===== config.mk =====
export PLATFORM = sky130hd
export DESIGN_NAME = sorted_priority_queue_unit
export DESIGN_NICKNAME = d
export VERILOG_FILES = /design/src/sv/spq_pkg.sv /design/src/sv/sorted_priority_queue_unit.sv /design/src/sv/spq_cell.sv
export SDC_FILE = /design/constraint.sdc
export NUM_CORES = 1
export LEC_CHECK = 0
export ABC_AREA = 1
export BUFFER_PORTS_ARGS = -buffer_cell sky130_fd_sc_hd__buf_2
export CAP_MARGIN = 15
export CORE_ASPECT_RATIO = 1.1
export CORE_MARGIN = 2
export CORE_UTILIZATION = 35
export DETAILED_ROUTE_END_ITERATION = 16
export RECOVER_POWER = 50
export SYNTH_ARGS = -nofsm -noshare
export SYNTH_HDL_FRONTEND = slang
export SYNTH_SLANG_ARGS = --single-unit

===== constraint.sdc =====
create_clock -name i_clk -period 9.3 [get_ports i_clk]
set_clock_uncertainty 0.1 [all_clocks]
set_input_delay 1.395 -clock i_clk [delete_from_list [all_inputs] [get_ports i_clk]]
set_output_delay 1.395 -clock i_clk [all_outputs]
set_load 0.05 [all_outputs]

===== src/sv/spq_pkg.sv =====
// Shared types and codes for the sorted priority queue.
`default_nettype none
package spq_pkg;

    localparam int DEPTH_DEF = 16;
    localparam int PRIO_BITS = 8;
    localparam int TAG_BITS  = 8;
    localparam int OCC_BITS  = 5;
    localparam int STAT_BITS = 2;

    localparam logic KIND_INSERT = 1'b0;
    localparam logic KIND_POP    = 1'b1;

    localparam logic [STAT_BITS-1:0] ST_OK    = 2'd0;
    localparam logic [STAT_BITS-1:0] ST_EMPTY = 2'd1;
    localparam logic [STAT_BITS-1:0] ST_FULL  = 2'd2;

    typedef struct packed {
        logic                 kind;
        logic [PRIO_BITS-1:0] priority_req;
        logic [TAG_BITS-1:0]  item_tag;
    } t_item;

    typedef struct packed {
        logic [STAT_BITS-1:0] status;
        logic                 out_valid;
        logic [PRIO_BITS-1:0] out_priority;
        logic [TAG_BITS-1:0]  out_tag;
        logic [OCC_BITS-1:0]  occupancy;
    } t_result;

    typedef struct packed {
        logic                 ins;
        logic                 pop;
        logic [PRIO_BITS-1:0] prio;
        logic [TAG_BITS-1:0]  tag;
    } t_cell_ctrl;

endpackage
`default_nettype wire


===== src/sv/sorted_priority_queue_unit.sv =====
// Top level of the sorted priority queue: cell chain, entry count and result register.
// The queue takes one item (insert or pop) in every clock cycle; busy stays low. Every
// accepted item gives exactly one result, shown on o_result with o_strobe high for one
// cycle, the cycle after the item was accepted; the receiver must take it in that cycle,
// since results cannot be held off. The cell chain compares all slots against the new
// priority and shifts the entries of all slots together.
// Equal priorities leave in arrival order. An insert into a full queue is refused with
// status full; a pop on an empty queue returns status empty.
`default_nettype none
module sorted_priority_queue_unit
    import spq_pkg::*;
#(
    parameter int DEPTH = DEPTH_DEF
) (
    input  wire logic  i_clk,
    input  wire logic  i_rst_n,
    input  wire logic  start,
    output logic       busy,
    input  wire t_item i_item,
    output logic       o_strobe,
    output t_result    o_result
);

    localparam int CW = $clog2(DEPTH + 1);

    logic [CW-1:0]        r_count;
    logic [CW-1:0]        n_count;
    logic                 r_strobe;
    t_result              r_result;
    t_result              n_result;
    t_cell_ctrl           w_ctrl;
    logic                 w_accept;
    logic                 w_full;
    logic                 w_empty;
    logic [DEPTH-1:0]     w_valid;
    logic [DEPTH-1:0]     w_before;
    logic [PRIO_BITS-1:0] w_prio [DEPTH];
    logic [TAG_BITS-1:0]  w_tag  [DEPTH];
    logic [CW+OCC_BITS-1:0] w_occ;

    assign busy     = 1'b0;
    assign w_accept = start && !busy;
    assign w_full   = (r_count == CW'(DEPTH));
    assign w_empty  = (r_count == '0);

    assign w_ctrl.ins  = w_accept && (i_item.kind == KIND_INSERT) && !w_full;
    assign w_ctrl.pop  = w_accept && (i_item.kind == KIND_POP) && !w_empty;
    assign w_ctrl.prio = i_item.priority_req;
    assign w_ctrl.tag  = i_item.item_tag;

    for (genvar g = 0; g < DEPTH; g++) begin : g_cell
        logic                 w_lb;
        logic [PRIO_BITS-1:0] w_lp;
        logic [TAG_BITS-1:0]  w_lt;
        logic [PRIO_BITS-1:0] w_rp;
        logic [TAG_BITS-1:0]  w_rt;

        assign w_valid[g] = (CW'(g) < r_count);

        if (g == 0) begin : g_head
            assign w_lb = 1'b0;
            assign w_lp = '0;
            assign w_lt = '0;
        end else begin : g_mid
            assign w_lb = w_before[g-1];
            assign w_lp = w_prio[g-1];
            assign w_lt = w_tag[g-1];
        end

        if (g == DEPTH - 1) begin : g_tail
            assign w_rp = '0;
            assign w_rt = '0;
        end else begin : g_body
            assign w_rp = w_prio[g+1];
            assign w_rt = w_tag[g+1];
        end

        spq_cell u_cell (
            .i_clk        (i_clk),
            .i_ctrl       (w_ctrl),
            .i_valid      (w_valid[g]),
            .i_left_before(w_lb),
            .i_left_prio  (w_lp),
            .i_left_tag   (w_lt),
            .i_right_prio (w_rp),
            .i_right_tag  (w_rt),
            .o_before     (w_before[g]),
            .o_prio       (w_prio[g]),
            .o_tag        (w_tag[g])
        );
    end

    always_comb begin
        n_count = r_count;
        if (w_ctrl.ins) begin
            n_count = r_count + CW'(1);
        end else if (w_ctrl.pop) begin
            n_count = r_count - CW'(1);
        end
    end

    assign w_occ = {{OCC_BITS{1'b0}}, n_count};

    always_comb begin
        n_result              = '0;
        n_result.occupancy    = w_occ[OCC_BITS-1:0];
        unique case (i_item.kind)
            KIND_INSERT: begin
                n_result.status = w_full ? ST_FULL : ST_OK;
            end
            KIND_POP: begin
                if (w_empty) begin
                    n_result.status = ST_EMPTY;
                end else begin
                    n_result.status       = ST_OK;
                    n_result.out_valid    = 1'b1;
                    n_result.out_priority = w_prio[0];
                    n_result.out_tag      = w_tag[0];
                end
            end
            default: n_result.status = ST_OK;
        endcase
    end

    always_ff @(posedge i_clk) begin
        if (!i_rst_n) begin
            r_count  <= '0;
            r_strobe <= 1'b0;
        end else begin
            r_count  <= n_count;
            r_strobe <= w_accept;
        end
        if (w_accept) begin
            r_result <= n_result;
        end
    end

    assign o_strobe = r_strobe;
    assign o_result = r_result;

`ifndef SYNTHESIS
    a_count_bound: assert property (@(posedge i_clk) disable iff (!i_rst_n)
        r_count <= CW'(DEPTH))
        else $error("entry count above depth");

    a_result_follows: assert property (@(posedge i_clk) disable iff (!i_rst_n)
        w_accept |=> o_strobe)
        else $error("accepted item without result");

    a_head_order: assert property (@(posedge i_clk) disable iff (!i_rst_n)
        (r_count >= CW'(2)) |-> (w_prio[0] <= w_prio[1]))
        else $error("head entries out of order");

    a_pop_valid_ok: assert property (@(posedge i_clk) disable iff (!i_rst_n)
        (o_strobe && o_result.out_valid) |-> (o_result.status == ST_OK))
        else $error("popped entry with bad status");

    a_count_step: assert property (@(posedge i_clk) disable iff (!i_rst_n)
        (w_ctrl.ins && !$past(!i_rst_n)) |=> (r_count == $past(r_count) + CW'(1)))
        else $error("insert did not grow the count");
`endif

endmodule
`default_nettype wire


===== src/sv/spq_cell.sv =====
// One slot of the sorted chain: holds an entry, shifts right on insert, left on pop.
`default_nettype none
module spq_cell
    import spq_pkg::*;
(
    input  wire logic                 i_clk,
    input  wire t_cell_ctrl           i_ctrl,
    input  wire logic                 i_valid,
    input  wire logic                 i_left_before,
    input  wire logic [PRIO_BITS-1:0] i_left_prio,
    input  wire logic [TAG_BITS-1:0]  i_left_tag,
    input  wire logic [PRIO_BITS-1:0] i_right_prio,
    input  wire logic [TAG_BITS-1:0]  i_right_tag,
    output logic                      o_before,
    output logic [PRIO_BITS-1:0]      o_prio,
    output logic [TAG_BITS-1:0]       o_tag
);

    logic [PRIO_BITS-1:0] r_prio;
    logic [TAG_BITS-1:0]  r_tag;
    logic [PRIO_BITS-1:0] n_prio;
    logic [TAG_BITS-1:0]  n_tag;

    // new entry goes ahead of this slot if the slot is empty or strictly less urgent
    assign o_before = !i_valid || (r_prio > i_ctrl.prio);

    always_comb begin
        n_prio = r_prio;
        n_tag  = r_tag;
        if (i_ctrl.ins) begin
            if (i_left_before) begin
                n_prio = i_left_prio;
                n_tag  = i_left_tag;
            end else if (o_before) begin
                n_prio = i_ctrl.prio;
                n_tag  = i_ctrl.tag;
            end
        end else if (i_ctrl.pop) begin
            n_prio = i_right_prio;
            n_tag  = i_right_tag;
        end
    end

    always_ff @(posedge i_clk) begin
        r_prio <= n_prio;
        r_tag  <= n_tag;
    end

    assign o_prio = r_prio;
    assign o_tag  = r_tag;

endmodule
`default_nettype wire

==> results.txt, run 1 <==
- The die covers 55900 sq um.
* Utilization after layout: 0.384
* Antenna-violating nets left: 0
- The share of the Yosys chip area taken by registers is 0.451.
* Drt initial violations: 1400
- Area used by multi-input combinational logic: 8630 sq um
- Core Box Area: 53500 sq um
* Critical hold path startpoint: g_cell[15].u_cell.o_tag[1]
- HPWL Detailed: 35900 microns
- Buffers plus inverters on the worst setup path: 4
* Initial antenna violation count: 0
* Flops & latches, synth: 286
* Start-to-end type of the worst setup path: input pin to register
- The routed layout has 16569 vias.
* Height of the die: 248 microns
- Clock period minus worst slack: 5.40 ns
- After filler insertion, the fill cell instance count of the layout stands at 5598.
- The worst setup path is captured at a register.
- The sequential cells in the finished layout cover a total of 8530 sq um.
- R2R Setup Slk: 5.02 ns
- Required time at the worst-slack endpoint: 9.36 ns
- Of the cells placed in the final design, the portion with a size suffix greater than 1 is 0.0433.
- Worst-case headroom to the max-slew limit: 0.0649
* RSZ-0062 raised after global routing: false
- The number of nets in the synthesized netlist is 2622.
* Crit-path max FO: 172
* Highest ir drop seen on vdd: 0.125 mV
* Delay of the slowest cell on the worst path: 0.99 ns
* Final Cycle Share: 0.581
* Cell at the root of the clock tree: sky130_fd_sc_hd__clkbuf_16
- Number of placement rows: 89
* Starting utilization of the core area: 0.353
* Later-pin clock latency in the skew report: 0.56 ns
- The H-tree generated during clock tree synthesis spans 2 levels.
- Launch instance of the worst register-to-register path: r_count[0]
- Gates resized during post-CTS repair numbered 0.
* Number of hold violations in the final report: 0
- Overall routed net length: 54500 microns
- The pre-antenna-repair detailed-routing pass consisted of 5 iterations.
- Post-CTS setup buffers: 0
- After synthesis the cells add up to 18900 sq um.
- Sum of negative setup slack: 0 ns
* Total count of max-transition violations in the final report: 0
- Yosys printed 0 warnings.
- The number of hold buffers added after CTS was 0.
- Dividing the detail-routed wire length by the instance count gives 17.3 microns.
* Final count of negative-setup-slack endpoints: 0
- The clock passes through at most 3 buffers.
- For the pin with the worst max-slew slack, the measured transition is 1.40 ns.
* Clock sink count: 286
* Leakage: 10.1 nW
* First-pass GRT wire length: 86700 microns
* Area Growth Syn to Fin: 8.77%
- The min-delay analysis places its worst path in the category register to register.
- The slowest stage of the critical path is the sky130_fd_sc_hd__clkbuf_1 cell.
* Gr ovfl total: 0
* RePlAce Congestion: 0.827
- After detailed routing, the number of remaining DRC violations is 0.
* Ordered cell list for the critical path: clkbuf_1 > inv_1 > nor2_1 > nand2_8 > nand2_1 > inv_1 > nor2_1 > clkbuf_1
- TritonCTS buffer count: 35
- Max-cap violations in this run came to 0.
* Count of inserted antenna diode cells: 0
- During I/O placement, the number of pins put on the boundary was 46.
- Maximum number of pins on one net before global-route repair: 173
- STA puts the critical path data arrival time at 5.47 ns.
* Count of buffers inserted at the top-level ports: 44
* Element type at the critical path start: input pin
- Achievable frequency: 0.185 GHz
- Clock-pin slew was measured on the worst setup and hold paths at 0.06 ns.
- After synthesis, the netlist uses 30 different library cells.
- Power spread over the standard cell area amounts to 270 nW/um^2.
- The die is 226 microns wide.
* Largest delay share family, worst path: buffers and inverters
- The run finished with clean final reports.
* Post-detailed-route via-to-cell ratio: 5.26
- In the global route stage, overall resource usage came out at 0.194.
- Worst setup path startpoint: start
- Synthesis produced a netlist whose cell count is 2470.
- For this run, the post-layout net count is 2596.
* Average size of a mapped cell: 7.65 sq um
* Clock tree from TritonCTS: built
- The number of global-route vias before repair was 16270.
-- synth_stat cells (all sizes together) --
master / number / area (sq um)
nand2: 925 / 3520
nand3: 472 / 2360
inv: 303 / 1140
edfxtp: 280 / 8410
ha: 132 / 1650
nor2: 91 / 354
buf: 66 / 342
clkbuf: 59 / 221
a21oi: 56 / 280
o21ai: 33 / 195
nand4: 18 / 113
a21o: 14 / 105
clkinv: 8 / 31.3
dfxtp: 6 / 120
o21a: 2 / 15.0
xor2: 2 / 17.5
conb: 1 / 3.75
nand3b: 1 / 7.51
o211ai: 1 / 7.51
-- cells in the final DEF (no fill, tap or decap) --
cell	n
sky130_fd_sc_hd__clkinv_8	1
sky130_fd_sc_hd__a21oi_1	56
sky130_fd_sc_hd__buf_2	18
sky130_fd_sc_hd__clkbuf_8	3
sky130_fd_sc_hd__clkinv_1	15
sky130_fd_sc_hd__nor2_2	2
sky130_fd_sc_hd__nand3_1	472
sky130_fd_sc_hd__nand2_1	910
sky130_fd_sc_hd__a21o_1	14
sky130_fd_sc_hd__nand3b_1	1
sky130_fd_sc_hd__clkbuf_1	37
sky130_fd_sc_hd__o21ai_0	26
sky130_fd_sc_hd__inv_1	300
sky130_fd_sc_hd__inv_2	2
sky130_fd_sc_hd__o21a_1	2
sky130_fd_sc_hd__xor2_1	2
sky130_fd_sc_hd__edfxtp_1	280
sky130_fd_sc_hd__nand2_2	14
sky130_fd_sc_hd__conb_1	1
sky130_fd_sc_hd__nand4_1	18
sky130_fd_sc_hd__dfxtp_1	6
sky130_fd_sc_hd__clkinv_2	6
sky130_fd_sc_hd__o211ai_1	1
sky130_fd_sc_hd__nand2_8	1
sky130_fd_sc_hd__ha_1	132
sky130_fd_sc_hd__clkbuf_16	36
sky130_fd_sc_hd__inv_6	2
sky130_fd_sc_hd__o21ai_2	6
sky130_fd_sc_hd__o21ai_4	1
sky130_fd_sc_hd__nor2_1	89
sky130_fd_sc_hd__buf_4	15
-- path summary, 6_finish.rpt --
| path | end | cells after the start |
|---|---|---|
| setup / recovery | g_cell[14].u_cell.o_tag[1] | 8 |
| hold / removal | g_cell[14].u_cell.o_tag[1] | 2 |
| setup reg to reg | g_cell[14].u_cell.o_tag[1] | 8 |
| hold reg to reg | g_cell[14].u_cell.o_tag[1] | 2 |
-- power breakdown --
part | switching (mW) | internal (mW) | leakage, nW
Combinational | 1.39 | 0.580 | 6.76
Sequential | 0.299 | 1.98 | 2.81
Clock | 0.564 | 0.734 | 0.518
Total | 2.25 | 3.29 | 10.1
-- stage by stage --
stage | setup WS (ns) | power (mW) | instance area [sq um] | std cells | hold WS, ns
3_3_place_gp | 3.85 | 4.21 | 19600 | 3089 | 0.400
3_5_place_dp | 3.91 | 4.27 | 19600 | 3089 | 0.419
2_1_floorplan | 4.81 | 3.66 | 18900 | 2470 | 0.395
5_1_grt | 3.45 | 5.94 | 20600 | 3151 | 0.450
4_1_cts | 4.45 | 5.57 | 20600 | 3151 | 0.435
6_report | 3.90 | 5.55 | 20600 | 3151 | 0.431
-- worst min-delay path: cells and delay by family, from the launching register on --
kind / cells / cell delay (ns)
DFF: 1 / 0.32
and+or+nand+nor: 2 / 0.11
-- cell families after synthesis --
family | synth area share
compound gates | 0.0319
xor+xnor | 0.000927
fa+ha+maj | 0.0874
buf+inv | 0.0916
flops | 0.451
other cells | 0.000198
simple gates | 0.337
-- layout make-up --
| cell class | instances | area share |
|---|---|---|
| Clock buffer | 47 | 0.0473 |
| Clock inverter | 15 | 0.00390 |
| Inverter | 311 | 0.0571 |
| Multi-Input combinational cell | 1748 | 0.420 |
| Sequential cell | 286 | 0.415 |
| Tap cell | 682 | 0.0415 |
| Timing Repair Buffer | 62 | 0.0152 |
-- state kept, by name, indices dropped and copies added (netlist names) --
| name | cells |
|---|---|
| r_count | 5 |
| o_strobe | 1 |
| g_cell.u_cell.o_tag | 128 |
| g_cell.u_cell.o_prio | 128 |
| o_result | 24 |
-- metal layers --
metal | wire length [microns] | vias up | GRT usage
met2 | 26600 | 483 | 0.337
li1 | - | 8016 | -
met4 | 1650 | 0 | 0.0703
met3 | 3140 | 113 | 0.0277
met5 | 0 | - | 0
met1 | 23100 | 7957 | 0.245
Note: power is estimated with default switching activity, not from simulation.
==> run 2: changes to the inputs <==
==> constraint.sdc (replaced) <==
create_clock -name i_clk -period 5.2 [get_ports i_clk]
set_clock_uncertainty 0.1 [all_clocks]
set_input_delay 0.78 -clock i_clk [delete_from_list [all_inputs] [get_ports i_clk]]
set_output_delay 0.78 -clock i_clk [all_outputs]
set_load 0.05 [all_outputs]
==> run 2 against run 1 <==
  * Critical path depth is the same
  * Via count grew 0.81%
  * Clock-buffer cell count shrank 2
  * Highest routed layer unchanged
  * The flow now finishes with violations (capacitance limit, slew limit)
  * Wire length grew 1.8%
  * Worst setup slack lost 3.0 ns
  * Power grew 82%
==> results.txt, run 2 (synthesis results as in run 1) <==
- For this block, the initial DRC count from the detailed router was 1852.
* Maximum number of pins on one net before global-route repair: 133
* Logic gate share of total power: 0.353
* Area used by multi-input combinational logic: 8630 sq um
- Count of inserted antenna diode cells: 0
- Maximum number of buffers from clock root to sink: 3
- Required time at the worst-slack endpoint: 5.23 ns
* Area taken by flip-flops and latches: 8530 sq um
* Crit-path max FO: 19
* Final count of negative-setup-slack endpoints: 0
* Antenna-violating nets left: 0
- R2R Setup Slk: 0.88 ns
- Of the cells placed in the final design, the portion with a size suffix greater than 1 is 0.0502.
- Summed over all cells, the static leakage comes to 10.2 nW.
* Length of the first detailed-routing pass in iterations: 5
- The floorplan step defined a die boundary enclosing 55900 sq um.
* Residual DRC: 0
- The first global-routing pass estimated 87400 microns of wire.
- Most common cell after layout, fill and taps aside: sky130_fd_sc_hd__nand2_1
- Area Growth Syn to Fin: 9.98%
- During I/O placement, the number of pins put on the boundary was 46.
- Violations in the final reports: capacitance limit, slew limit
- Of the total power, the share spent switching nets is 0.401.
- Status: finished, violations left
* Clock tree from TritonCTS: built
* Fillers: 5519
- Height of the die: 248 microns
- The worst hold path terminates at o_strobe.
- After clock tree synthesis, the setup repair step added 0 buffers.
- Clock period minus worst slack: 4.32 ns
* Gr usage total: 0.198
- Worst Path Arrival: 4.35 ns
- Capturing point of the worst reg2reg path: g_cell[6].u_cell.o_tag[7]
- Cell at the root of the clock tree: sky130_fd_sc_hd__clkbuf_16
* FF-to-FF path depth: 8
- Later-pin clock latency in the skew report: 0.56 ns
- Start-to-end type of the worst setup path: register to register
- Kind of path behind the tightest hold check: input pin to register
- CTS clk-pin slew, worst paths: 0.06 ns
* Slew of the pin with the lowest slew margin: 1.65 ns
* Core Box Area: 53500 sq um
- Clock share of power: 0.245
- Setup repair after global routing left no endpoint under its margin.
- VDD sags by at most 0.190 mV.
- The startpoint identified for the worst hold timing path is i_rst_n.
- Worst-case headroom to the max-slew limit: -0.103
- Initial antenna violation count: 0
- The tool flagged a number of max-cap violations equal to 1.
- The tree built by TritonCTS fans out to 286 sinks.
- Number of gates resized after CTS: 0
- Starting utilization of the core area: 0.353
* Element type at the critical path start: register
* Count of buffers inserted at the top-level ports: 44
* Type of destination of the critical path: register
* Post-detailed-route via-to-cell ratio: 5.26
* Areal power density over the cells: 487 nW/um^2
- Placed Cells: 3107
- Final Cycle Share: 0.831
- Die Wd: 226 microns
- The design draws 10.1 mW.
* Achievable frequency: 0.231 GHz
- Hold repair after CTS inserted 0 buffers.
* Gr ovfl total: 0
- TritonCTS buffer count: 37
- Number of hold violations in the final report: 0
* Cell depth of the worst min-delay path: 3
* Total number of H-tree levels: 2
- Via count of the first global-routing pass: 16319
* Commonest cells after routing, fill and taps aside: sky130_fd_sc_hd__nand2_1 (911), sky130_fd_sc_hd__nand3_1 (472), sky130_fd_sc_hd__inv_1 (300)
- Leaving out filler cells and counting taps, the final layout contains 3174.
- The routed layout has 16703 vias.
- After routing, the total negative slack on setup checks comes to 0 ns.
- In this run the critical register-to-register path is launched from r_count[4].
* Internal Pwr Total: 6.06 mW
* Net switching power of the design: 4.05 mW
- The floorplan has 89 rows.
- The max-slew violation count is 36.
- The final layout contains routed wiring with a total length of 55400 microns.
- For this run, the post-layout net count is 2616.
* HPWL Detailed: 38300 microns
- Of the total power, registers draw 0.402.
* Routed WL per cell: 17.5 microns
- RePlAce Congestion: 0.891
[run 2: cell count changes in the layout (fill, tap and decap cells not counted), moves of 2 or more]
| cell | previous run | this run |
|---|---|---|
| sky130_fd_sc_hd__buf_4 | 15 | 29 |
| sky130_fd_sc_hd__bufinv_16 | 0 | 2 |
| sky130_fd_sc_hd__clkbuf_16 | 36 | 38 |
| sky130_fd_sc_hd__clkbuf_8 | 3 | 0 |
| sky130_fd_sc_hd__clkinv_1 | 15 | 19 |
| sky130_fd_sc_hd__clkinvlp_4 | 0 | 2 |
| sky130_fd_sc_hd__o21ai_0 | 26 | 24 |
| sky130_fd_sc_hd__o21ai_1 | 0 | 2 |
[run 2: routing by layer]
metal  vias up  wire (microns)  global-route usage  share of wire
met4         0            2260              0.0863          0.041
li1       8049               -                   -              -
met2       562           26200               0.331           0.47
met3       172            3440              0.0350          0.062
met5         -               0                   0              0
met1      7920           23600               0.250           0.43
[run 2: area by class of cell]
cell class / count / share of cell area
clock buffer: 45 / 0.0470
clock inverter: 22 / 0.00795
inverter: 311 / 0.0565
multi-input combinational: 1748 / 0.415
sequential: 286 / 0.410
tap: 682 / 0.0411
timing repair buffer: 80 / 0.0218
[run 2: how the worst max path moves through the flow]
stage / cells past startpoint / slack (ns) / start / end
CTS: 10 / 1.20 / i_item[15] / g_cell[3].u_cell.o_prio[3]
global placement: 10 / 0.77 / i_item[15] / g_cell[3].u_cell.o_tag[5]
finish: 8 / 0.88 / r_count[4] / g_cell[6].u_cell.o_tag[7]
detailed placement: 10 / 0.59 / i_item[14] / g_cell[2].u_cell.o_tag[6]
floorplan: 11 / 1.32 / i_item[15] / g_cell[11].u_cell.o_prio[0]
global route: 9 / 0.51 / start / o_result[2]
[run 2: through the flow]
step | setup slack [ns] | util | hold slack (ns) | area [sq um]
after floorplan | 1.32 | - | 0.395 | 18900
after global placement | 0.766 | 0.369 | 0.403 | 19700
after detailed placement | 0.589 | 0.369 | 0.411 | 19700
after CTS | 1.20 | 0.390 | 0.313 | 20900
after global routing | 0.505 | 0.389 | 0.355 | 20800
final | 0.878 | 0.389 | 0.338 | 20800
[run 2: power by group through the flow]
stage                     registers (mW)  clock network, mW  logic [mW]
after CTS                           4.06               2.51        3.57
after global routing                4.13               2.60        4.06
final                               4.07               2.47        3.57
after floorplan                     3.95                  0        2.59
after detailed placement            4.09                  0        3.56
after global placement              4.09                  0        3.46
[run 2: critical path: stages, from the launching register on]
cell	delay (ns)
sky130_fd_sc_hd__dfxtp_1	0.35
sky130_fd_sc_hd__inv_1	0.31
sky130_fd_sc_hd__nand2_1	0.49
sky130_fd_sc_hd__nor2_1	0.72
sky130_fd_sc_hd__nand2_1	0.23
sky130_fd_sc_hd__nand2_1	0.22
sky130_fd_sc_hd__nand2_1	0.53
sky130_fd_sc_hd__o21ai_0	0.39
sky130_fd_sc_hd__nand2_1	0.54
==> run 3: changes to the inputs <==
--- a/config.mk
+++ b/config.mk
@@ -5,7 +5,7 @@
 export SDC_FILE = /design/constraint.sdc
 export NUM_CORES = 1
 export LEC_CHECK = 0
-export ABC_AREA = 1
+export ABC_AREA = 0
 export BUFFER_PORTS_ARGS = -buffer_cell sky130_fd_sc_hd__buf_2
 export CAP_MARGIN = 15
 export CORE_ASPECT_RATIO = 1.1
==> constraint.sdc (replaced) <==
create_clock -name i_clk -period 4.4 [get_ports i_clk]
set_clock_uncertainty 0.1 [all_clocks]
set_input_delay 0.66 -clock i_clk [delete_from_list [all_inputs] [get_ports i_clk]]
set_output_delay 0.66 -clock i_clk [all_outputs]
set_load 0.05 [all_outputs]
==> run 3 against run 2 <==
  * The flow still finishes with violations (capacitance limit, slew limit)
  * Synthesized cell count is 19% lower
  * Clock power grew 19%
  * Hold slack improved by 0.085 ns
  * Sequential power grew 17%
  * Critical endpoint is now g_cell[11].u_cell.o_prio[0]
  * Largest power group is now combinational cells
  * Utilization grew 0.15 points
  * Design area grew 2.6%
  * Sequential share of layout area down 1.0 points
==> results.txt, run 3 <==
* Status: finished, violations left
- Violations in the final reports: capacitance limit, slew limit
- Worst Path Arrival: 4.24 ns
- Leading post-synthesis cells by instance count: sky130_fd_sc_hd__edfxtp_1 (280), sky130_fd_sc_hd__nand4_1 (252), sky130_fd_sc_hd__nor2_1 (202)
* Count of inserted antenna diode cells: 0
- In this run the worst path has a maximum fanout of 33.
* Highest ir drop seen on vdd: 0.346 mV
- Maximum number of buffers from clock root to sink: 3
- Across all hold checks on the routed design, the worst slack comes to 0.422 ns.
* Final worst-path setup slack: 0.445 ns
* Final cell count without fillers: 2712
- Count of buffers inserted at the top-level ports: 44
* Overall power of the completed layout: 12.5 mW
* Area used by multi-input combinational logic: 9820 sq um
- Overall routed net length: 71800 microns
- Clock latency on the worst-skew pair, taken at its later pin, is 0.53 ns.
* HPWL Detailed: 48700 microns
- After filler insertion, the fill cell instance count of the layout stands at 5378.
* Drt initial violations: 2271
- For this configuration, the core starts out at a cell density of 0.352.
- Achievable frequency: 0.253 GHz
- Post-CTS timing repair inserted 0 buffers for setup.
- Die Wd: 228 microns
- The biggest area contributor in the post-synthesis netlist is sky130_fd_sc_hd__edfxtp_1.
- Flops & latches, synth: 286
- Subtracting the final worst setup slack from the clock period gives 3.95 ns.
* Met2 WL post-DR: 34000 microns
- After detailed routing, the wire length on met1 is 27800 microns.
- Routed WL per cell: 26.5 microns
- RSZ-0062 raised after global routing: false
- TritonCTS buffer count: 35
- The final route contains 17888 vias.
- The detail route stage leaves a number of antenna-violating nets equal to 0.
- Average size of a mapped cell: 9.61 sq um
- First-pass GRT wire length: 106000 microns
- CTS clk-pin slew, worst paths: 0.06 ns
* Worst-case headroom to the max-slew limit: -0.275
- Library cells used by synthesis: 50
* EDFF count, synth: 280
- The critical path in this run is classified as register to register.
- Number of gates resized after CTS: 0
- Pin placement for this block handled 46 I/O pins.
- Final layout net count: 2106
- Timing analysis after detailed placement gives a worst setup slack of 0.340 ns.
- Gr usage total: 0.245
- Part of the Yosys area used for sequential elements: 0.443
- Across the run, the number of max-cap violations was 3.
- The floorplan step defined a core boundary enclosing 54600 sq um.
* Yosys warning count: 0
- RePlAce Congestion: 0.935
* Number of placement rows: 90
- Layout cells sized above 1: 0.0881
- After detailed routing, the number of remaining DRC violations is 0.
- In the detailed route, the total length drawn on met3 is 6570 microns.
- Total number of H-tree levels: 2
- Area taken by flip-flops and latches: 8530 sq um
- Synthesis produced a netlist whose cell count is 2001.
* Total nets after synthesis: 2153
- Clock sink count: 286
* Synth async-reset ratio: 0
* Kind of path behind the tightest hold check: input pin to register
* Slew of the pin with the lowest slew margin: 1.89 ns
- TritonCTS built the clock tree.
- The max-slew violation count is 63.
- Placed Cells: 2642
* Synth top area share: 0.437
* Initial antenna violation count: 1
* Post-detailed-route via-to-cell ratio: 6.60
- Via count of the first global-routing pass: 16851
- For this design the ratio of total power to cell area is 588 nW/um^2.
- STA classifies the critical path startpoint as a register.
- Required time at the worst-slack endpoint: 4.68 ns
* Number of hold violations in the final report: 0
* Sum of negative setup slack: 0 ns
* Top Layer Used: met4
- After clock tree synthesis, the flow added hold-fix buffers numbering 0.
* Most common cell after layout, fill and taps aside: sky130_fd_sc_hd__edfxtp_1
- Final count of negative-setup-slack endpoints: 0
- In this run the static leakage power is 7.31 nW.
* Most frequently used flop master after synthesis: sky130_fd_sc_hd__edfxtp_1
- The die covers 56800 sq um.
- Maximum number of pins on one net before global-route repair: 158
* Height of the die: 250 microns
- Gr ovfl total: 0
* Mapped Area: 19200 sq um
- Commonest cells after routing, fill and taps aside: sky130_fd_sc_hd__edfxtp_1 (280), sky130_fd_sc_hd__nand4_1 (252), sky130_fd_sc_hd__nor2_1 (202)
- Compared with the post-synthesis result, the final layout area differs by 10.8%.
- Cell at the root of the clock tree: sky130_fd_sc_hd__clkbuf_16
* Type of destination of the critical path: register
- Length of the first detailed-routing pass in iterations: 6
- Most numerous cell in the Yosys netlist: sky130_fd_sc_hd__edfxtp_1
- Final Cycle Share: 0.899
- By area the synthesized netlist is led by sky130_fd_sc_hd__edfxtp_1 (44%), sky130_fd_sc_hd__ha_1 (8.6%), sky130_fd_sc_hd__nand4_1 (8.2%), sky130_fd_sc_hd__o31ai_1 (7.0%), sky130_fd_sc_hd__a31oi_1 (6.1%).
[run 3: changes by cell type in the layout (fill, tap and decap cells not counted), sizes merged, moves of 33 or more]
cell / delta
a31oi: +188
and3: +33
buf: +47
inv: -277
nand2: -840
nand3: -408
nand4: +234
nor2: +112
o2111ai: +48
o31ai: +179
[run 3: per-layer routing]
metal  track usage  vias to the layer above
met5             0                        -
met2         0.400                     1061
met3        0.0477                      211
li1              -                     7956
met1         0.313                     8660
met4         0.106                        0
[run 3: where the power goes]
group | leakage [nW] | switching (mW) | internal, mW | total [mW]
clock | 0.548 | 1.18 | 1.75 | 2.93
sequential | 2.72 | 0.777 | 3.99 | 4.77
combinational | 4.04 | 3.36 | 1.47 | 4.83
[run 3: stage by stage]
step | utilization | area, sq um
2_1_floorplan | - | 19300
3_5_place_dp | 0.369 | 20200
5_1_grt | 0.390 | 21300
6_report | 0.390 | 21300
4_1_cts | 0.390 | 21300
3_3_place_gp | 0.369 | 20200
[run 3: layout make-up]
| class | instances | area share |
|---|---|---|
| clock inverters | 19 | 0.0107 |
| inverters | 26 | 0.00458 |
| clock buffers | 40 | 0.0420 |
| flip-flops and latches | 286 | 0.400 |
| multi-input cells | 1473 | 0.461 |
| well taps | 736 | 0.0432 |
| repair buffers | 132 | 0.0388 |
[run 3: logic make-up (layout without fill, tap and decap cells)]
logic type / count (synthesis) / after routing / share of synthesized area
adders and majority gates: 132 / 132 / 0.0859
buffers and inverters: 242 / 217 / 0.0502
xor gates and xnor gates: 4 / 4 / 0.00182
muxes: 16 / 16 / 0.00833
and+or+nand+nor: 709 / 709 / 0.191
AOI/OAI and AO/OA: 611 / 611 / 0.219
DFF: 286 / 286 / 0.443
other: 1 / 1 / 0.000195
[run 3: path summary, 6_finish.rpt]
path	start	to	slack (ns)	cells after the start
max	r_count[1]	g_cell[11].u_cell.o_prio[0]	0.45	9
min	i_rst_n	r_count[4]	0.42	2
max reg2reg	r_count[1]	g_cell[11].u_cell.o_prio[0]	0.45	9
min reg2reg	g_cell[0].u_cell.o_tag[1]	o_result[6]	0.48	1
[run 3: critical path, stage by stage, from the launching register on]
cell and delay [ns]:
sky130_fd_sc_hd__dfxtp_1 0.71, sky130_fd_sc_hd__inv_1 0.23, sky130_fd_sc_hd__ha_1 0.26, sky130_fd_sc_hd__nand4bb_1 0.14, sky130_fd_sc_hd__nand2_1 0.59, sky130_fd_sc_hd__clkbuf_2 0.65
sky130_fd_sc_hd__nor2_1 0.22, sky130_fd_sc_hd__clkbuf_1 0.61, sky130_fd_sc_hd__a22oi_1 0.15, sky130_fd_sc_hd__nand3_1 0.13
